File: config.mk
export PLATFORM = sky130hd
export DESIGN_NAME = tdt_front
export DESIGN_NICKNAME = d
export VERILOG_FILES = /design/src/rtl/core/tdt_pkg.sv /design/src/rtl/core/tdt_front.sv
export SDC_FILE = /design/constraint.sdc
export NUM_CORES = 1
export LEC_CHECK = 0
export BUFFER_PORTS_ARGS = -buffer_cell sky130_fd_sc_hd__buf_2
export CAP_MARGIN = 0
export CORE_UTILIZATION = 30
export CTS_BUF_LIST = sky130_fd_sc_hd__clkbuf_16
export DETAILED_ROUTE_END_ITERATION = 6
export GPL_ROUTABILITY_DRIVEN = 0
export PLACE_DENSITY = 0.59
export SLEW_MARGIN = 5
export SYNTH_ARGS = -nofsm -noshare
export SYNTH_HDL_FRONTEND = slang
export SYNTH_SLANG_ARGS = --single-unit
File: constraint.sdc
create_clock -name clk -period 6.8 [get_ports clk]
set_clock_uncertainty 0.2 [all_clocks]
set_input_delay 1.7 -clock clk [delete_from_list [all_inputs] [get_ports clk]]
set_output_delay 1.7 -clock clk [all_outputs]
set_load 0.02 [all_outputs]
File: src/rtl/core/tdt_pkg.sv
// ----------------------------------------------------------------------------
// tdt_pkg
// Shared types, codes and defaults of the task dependency tracker.
// ----------------------------------------------------------------------------
package tdt_pkg;

	localparam int DEF_SLOTS      = 64;
	localparam int DEF_SUCCESSORS = 8;
	localparam int DEF_MAX_TASKS  = 128;
	localparam int DEF_DEPS       = 4;
	localparam int MAX_RESULTS    = 9;
	localparam int DEP_FIELDS     = 4;
	localparam int SLOT_W_MAX     = 10;

	localparam logic [1:0] ACT_CREATE  = 2'd0;
	localparam logic [1:0] ACT_DONE    = 2'd1;
	localparam logic [1:0] ACT_RELEASE = 2'd2;

	localparam logic [1:0] ST_OK        = 2'd0;
	localparam logic [1:0] ST_BAD_COUNT = 2'd1;
	localparam logic [1:0] ST_FULL      = 2'd2;
	localparam logic [1:0] ST_SUCC_FULL = 2'd3;

	localparam logic KIND_ACK      = 1'b0;
	localparam logic KIND_DISPATCH = 1'b1;

	typedef struct packed {
		logic [1:0]  action;
		logic [5:0]  group;
		logic [15:0] function_id;
		logic [31:0] argument;
		logic [7:0]  task_count;
		logic [2:0]  dep_count;
		logic [5:0]  dep_first;
		logic [5:0]  dep_second;
		logic [5:0]  dep_third;
		logic [5:0]  dep_fourth;
		logic [5:0]  handle;
	} item_t;

	typedef struct packed {
		logic        kind;
		logic [1:0]  status;
		logic [5:0]  new_handle;
		logic [5:0]  dispatch_handle;
		logic [15:0] dispatch_function;
		logic [31:0] dispatch_argument;
		logic [7:0]  dispatch_count;
		logic [5:0]  dispatch_group;
		logic        last;
	} result_t;

	typedef struct packed {
		logic [1:0]                                 action;
		logic                                       bad_count;
		logic [2:0]                                 dep_n;
		logic [DEP_FIELDS-1:0][SLOT_W_MAX-1:0]      dep;
		logic [SLOT_W_MAX-1:0]                      handle;
		logic [5:0]                                 group;
		logic [15:0]                                function_id;
		logic [31:0]                                argument;
		logic [7:0]                                 task_count;
	} cmd_t;

endpackage

File: src/rtl/core/tdt_front.sv
// ----------------------------------------------------------------------------
// tdt_front
// Accepts input items, reduces handles, checks the task count and clamps the
// dependency count, then queues the classified command for the back end.
// ----------------------------------------------------------------------------
module tdt_front import tdt_pkg::*; #(
	parameter int SLOTS     = DEF_SLOTS,
	parameter int MAX_TASKS = DEF_MAX_TASKS,
	parameter int DEPS      = DEF_DEPS
) (
	input  logic  clk,
	input  logic  arst_n,
	input  logic  item_valid,
	output logic  item_ready,
	input  item_t item,
	output logic  cmd_valid,
	input  logic  cmd_ready,
	output cmd_t  cmd
);

	localparam int SW  = $clog2(SLOTS);
	localparam int LIM = (DEPS < DEP_FIELDS) ? DEPS : DEP_FIELDS;

	logic [SW-1:0] mod_tab [64];

	for (genvar v = 0; v < 64; v++) begin : g_mod
		assign mod_tab[v] = SW'(v % SLOTS);
	end

	cmd_t cls;
	cmd_t fifo_q [2];
	logic wr_ptr_q, rd_ptr_q;
	logic [1:0] cnt_q;
	logic push, pop;

	always_comb begin
		cls             = '0;
		cls.action      = item.action;
		cls.bad_count   = (item.task_count == 8'd0) || (32'(item.task_count) > 32'(MAX_TASKS));
		cls.dep_n       = (item.dep_count > 3'(LIM)) ? 3'(LIM) : item.dep_count;
		cls.dep[0]      = SLOT_W_MAX'(mod_tab[item.dep_first]);
		cls.dep[1]      = SLOT_W_MAX'(mod_tab[item.dep_second]);
		cls.dep[2]      = SLOT_W_MAX'(mod_tab[item.dep_third]);
		cls.dep[3]      = SLOT_W_MAX'(mod_tab[item.dep_fourth]);
		cls.handle      = SLOT_W_MAX'(mod_tab[item.handle]);
		cls.group       = item.group;
		cls.function_id = item.function_id;
		cls.argument    = item.argument;
		cls.task_count  = item.task_count;
	end

	assign item_ready = (cnt_q != 2'd2);
	assign push       = item_valid && item_ready;
	assign cmd_valid  = (cnt_q != 2'd0);
	assign pop        = cmd_valid && cmd_ready;
	assign cmd        = fifo_q[rd_ptr_q];

	always_ff @(posedge clk or negedge arst_n) begin
		if (!arst_n) begin
			wr_ptr_q <= 1'b0;
			rd_ptr_q <= 1'b0;
			cnt_q    <= 2'd0;
		end else begin
			if (push) wr_ptr_q <= ~wr_ptr_q;
			if (pop) rd_ptr_q <= ~rd_ptr_q;
			if (push && !pop) cnt_q <= cnt_q + 2'd1;
			else if (pop && !push) cnt_q <= cnt_q - 2'd1;
		end
	end

	always_ff @(posedge clk) begin
		if (push) fifo_q[wr_ptr_q] <= cls;
	end

endmodule

==> key figures <==
Die
  • Core ar.: between 0.02 and 0.025 mm²
  • Die area: between 0.02 and 0.03 mm²
  • Initial Utilization: between 30% and 40%
  • # IOs: roughly 220
  • # rows: 57
  • Die W: 160 µm
  • Die Ht: between 150 and 200 µm

CTS
  • Clock latency on the worst-skew pair: slightly above 0.4 ns
  • CTS tree: done
  • Post-CTS resize count: 0
  • CTS H-Tree Depth: 4
  • Clock sink total: 200
  • Hold buffers post-CTS: 0
  • CTS Buf Count: 17
  • Longest Clk Path Bufs: 2
  • Clock root cell: clkbuf_16
  • CTS clk-pin slew, worst paths: 0.08 ns
  • Postcts setup bufs: 0

Synthesis
  • Distinct cells, synth: 19
  • Avg Inst Size Synth: approximately 21 µm²
  • Share of the yosys chip area belonging to registers: between 80 and 90%
  • Post-Syn Area: roughly 0.0075 mm²
  • Ys Warns: 0
  • Number of synthesized register bits: 200
  • Post-Syn Instances: 350

Placed design
  • I/O Buffers: 200
  • Area after DPL: between 0.008 and 0.009 mm²
  • Hpwl dp: 9180 µm
  • Placed Cells: 865

Timing
  • Max-slew headroom: around 49%
  • Final Hold Vio Count: 0
  • Fin crit period: about 4.5 ns
  • Slew Viols, Final: 0
  • Fmax: 223 MHz
  • RSZ-0062 raised after global routing: no
  • Final period util: about 66%
  • Worst-margin pin slew: 0.765 ns
  • Final setup vio count: 0
  • Setup tns final: 0 ns

Global routing
  • GR Util All Layers: approximately 11%
  • GR Util met1: a little over an eighth
  • GRT met2 Usage: 19.1%
  • Total grt overflow: 0
  • Largest net degree at the start of global routing: 55
  • Initial antenna violation count: 0
  • GR peak layer: met2
  • Vias in the first global route: roughly 4100
  • First-pass GRT wire length: between 20000 and 25000 µm
  • Met3 GRT Util: 4.08%

Setup path
  • Crit-path cells: buf_4 > mux2_2 > buf_2
  • Worst Setup Start Kind: register
  • Worst R2R Path Depth: 3
  • Worst r2r src: cnt_q[0]
  • CP Class: register to output pin
  • Worst path max stage delay: 0.88 ns
  • R2r setup slk: 4.25 ns
  • CP required: approximately 4.9 ns
  • CP Buf/Inv Count: 2
  • Worst EP arrival: ~2.6 ns
  • Crit path max fanout: around 50
  • Reg-to-Reg End: fifo_q[1][3]
  • Crit path capture type: output pin
  • Slowest CP cell: dfrtp_4
  • Crit path max-delay family: flip-flops

Drt
  • DRC: 0
  • Antenna Nets Post-Route: 0
  • Routed WL per cell: 15.4 µm
  • DRT Pass-1 Iters: 4
  • Via Count: between 3000 and 4000
  • DR vias/cell: between 4 and 5
  • WL final: 13800 µm
  • Initial DRC Count: between 100 and 150

Layout
  • Most common cell after layout, fill and taps aside: buf_2
  • Multi-input logic area: around 0.0013 mm²
  • Diodes inserted: 0
  • Share of post-route cells with drive strength above 1: 58.8%
  • Final-stage net count: 662
  • Most frequent cells in the layout: 200 x buf_2, 196 x edfxtp_1, 98 x mux2_2
  • Final cell count without fillers: roughly 900
  • Final instance area: 0.00933 mm²
  • Filler cell count: about 2300
  • Register area: between 0.005 and 0.006 mm²
  • Area grow syn2layout: 25.3%

Power
  • Pwr dens: approximately 440 mW/mm²
  • Peak supply drop: between 150 and 200 µV
  • P_leak: 0.00347 µW

Hold path
  • Hold endpoint: cnt_q[1]
  • Hold Path Origin: cnt_q[1]
  • WHS Path Cells: 1
  • Worst Hold Class: register to register

Run
  • Max-Cap Viols: 0

Outcome
  • Outcome: completed
kinds of logic after synthesis:
group / synth area share (%)
other cells: 0.0503
mux: 14.8
xor+xnor: 0.705
fa+ha+maj: 0.168
buf+inv: 2.89
simple gates: 1.06
flops: 80.3
final cells by class:
cell class	count	share of cell area [%]
Clock buffer	17	4.56
Clock inverter	15	1.54
Inverter	1	0.0402
Multi-Input combinational cell	136	14.3
Sequential cell	200	64.2
Tap cell	324	4.34
Timing Repair Buffer	204	11.0
power breakdown:
part / internal (µW) / total, µW / switching, µW
clock network: 516 / 973 / 457
logic: 505 / 1290 / 781
registers: 1690 / 1810 / 122
metal layers:
| metal | wire length (µm) | vias up |
|---|---|---|
| met2 | 6870 | 160 |
| met1 | 5810 | 1868 |
| met3 | 996 | 7 |
| met5 | 0 | - |
| li1 | - | 1738 |
| met4 | 104 | 0 |
Yosys cell counts:
library cell / number / area share [%]
ha_1: 1 / 0.17
edfxtp_1: 196 / 79
clkbuf_1: 1 / 0.050
or4_4: 1 / 0.15
nor4_4: 1 / 0.29
xor2_1: 3 / 0.35
nor2b_1: 2 / 0.17
buf_4: 21 / 2.1
buf_2: 10 / 0.67
nand2_1: 2 / 0.10
and3_1: 1 / 0.084
xnor2_1: 3 / 0.35
or2_2: 1 / 0.084
inv_1: 1 / 0.050
mux2_2: 98 / 15
nand2b_1: 1 / 0.084
nor2_1: 2 / 0.10
dfrtp_1: 4 / 1.3
conb_1: 1 / 0.050
through the flow:
step / hold slack (ns) / setup WS (ns) / util [%] / power (µW)
after floorplan: 0.256 / 0.168 / - / 2750
after global placement: 0.275 / 2.79 / 36.0 / 3110
after detailed placement: 0.301 / 2.68 / 36.0 / 3150
after CTS: 0.315 / 2.24 / 38.4 / 4140
after global routing: 0.345 / 2.13 / 38.4 / 4290
final: 0.312 / 2.31 / 38.4 / 4070
worst max path at each step:
stage                           from  slack [ns]           end  depth (start not counted)
after floorplan           item_valid        0.17  fifo_q[0][0]                          2
after global placement      rd_ptr_q        2.79       cmd[84]                          3
after detailed placement    rd_ptr_q        2.68       cmd[54]                          3
after CTS                   rd_ptr_q        2.24       cmd[54]                          3
after global routing        rd_ptr_q        2.13      cmd[104]                          3
final                       rd_ptr_q        2.31       cmd[54]                          3
sequential cells by signal (all words and copies together) (netlist names):
register,count
wr_ptr_q,1
rd_ptr_q,1
fifo_q,196
cnt_q,2
No activity file was read; power rests on OpenSTA's default activity.
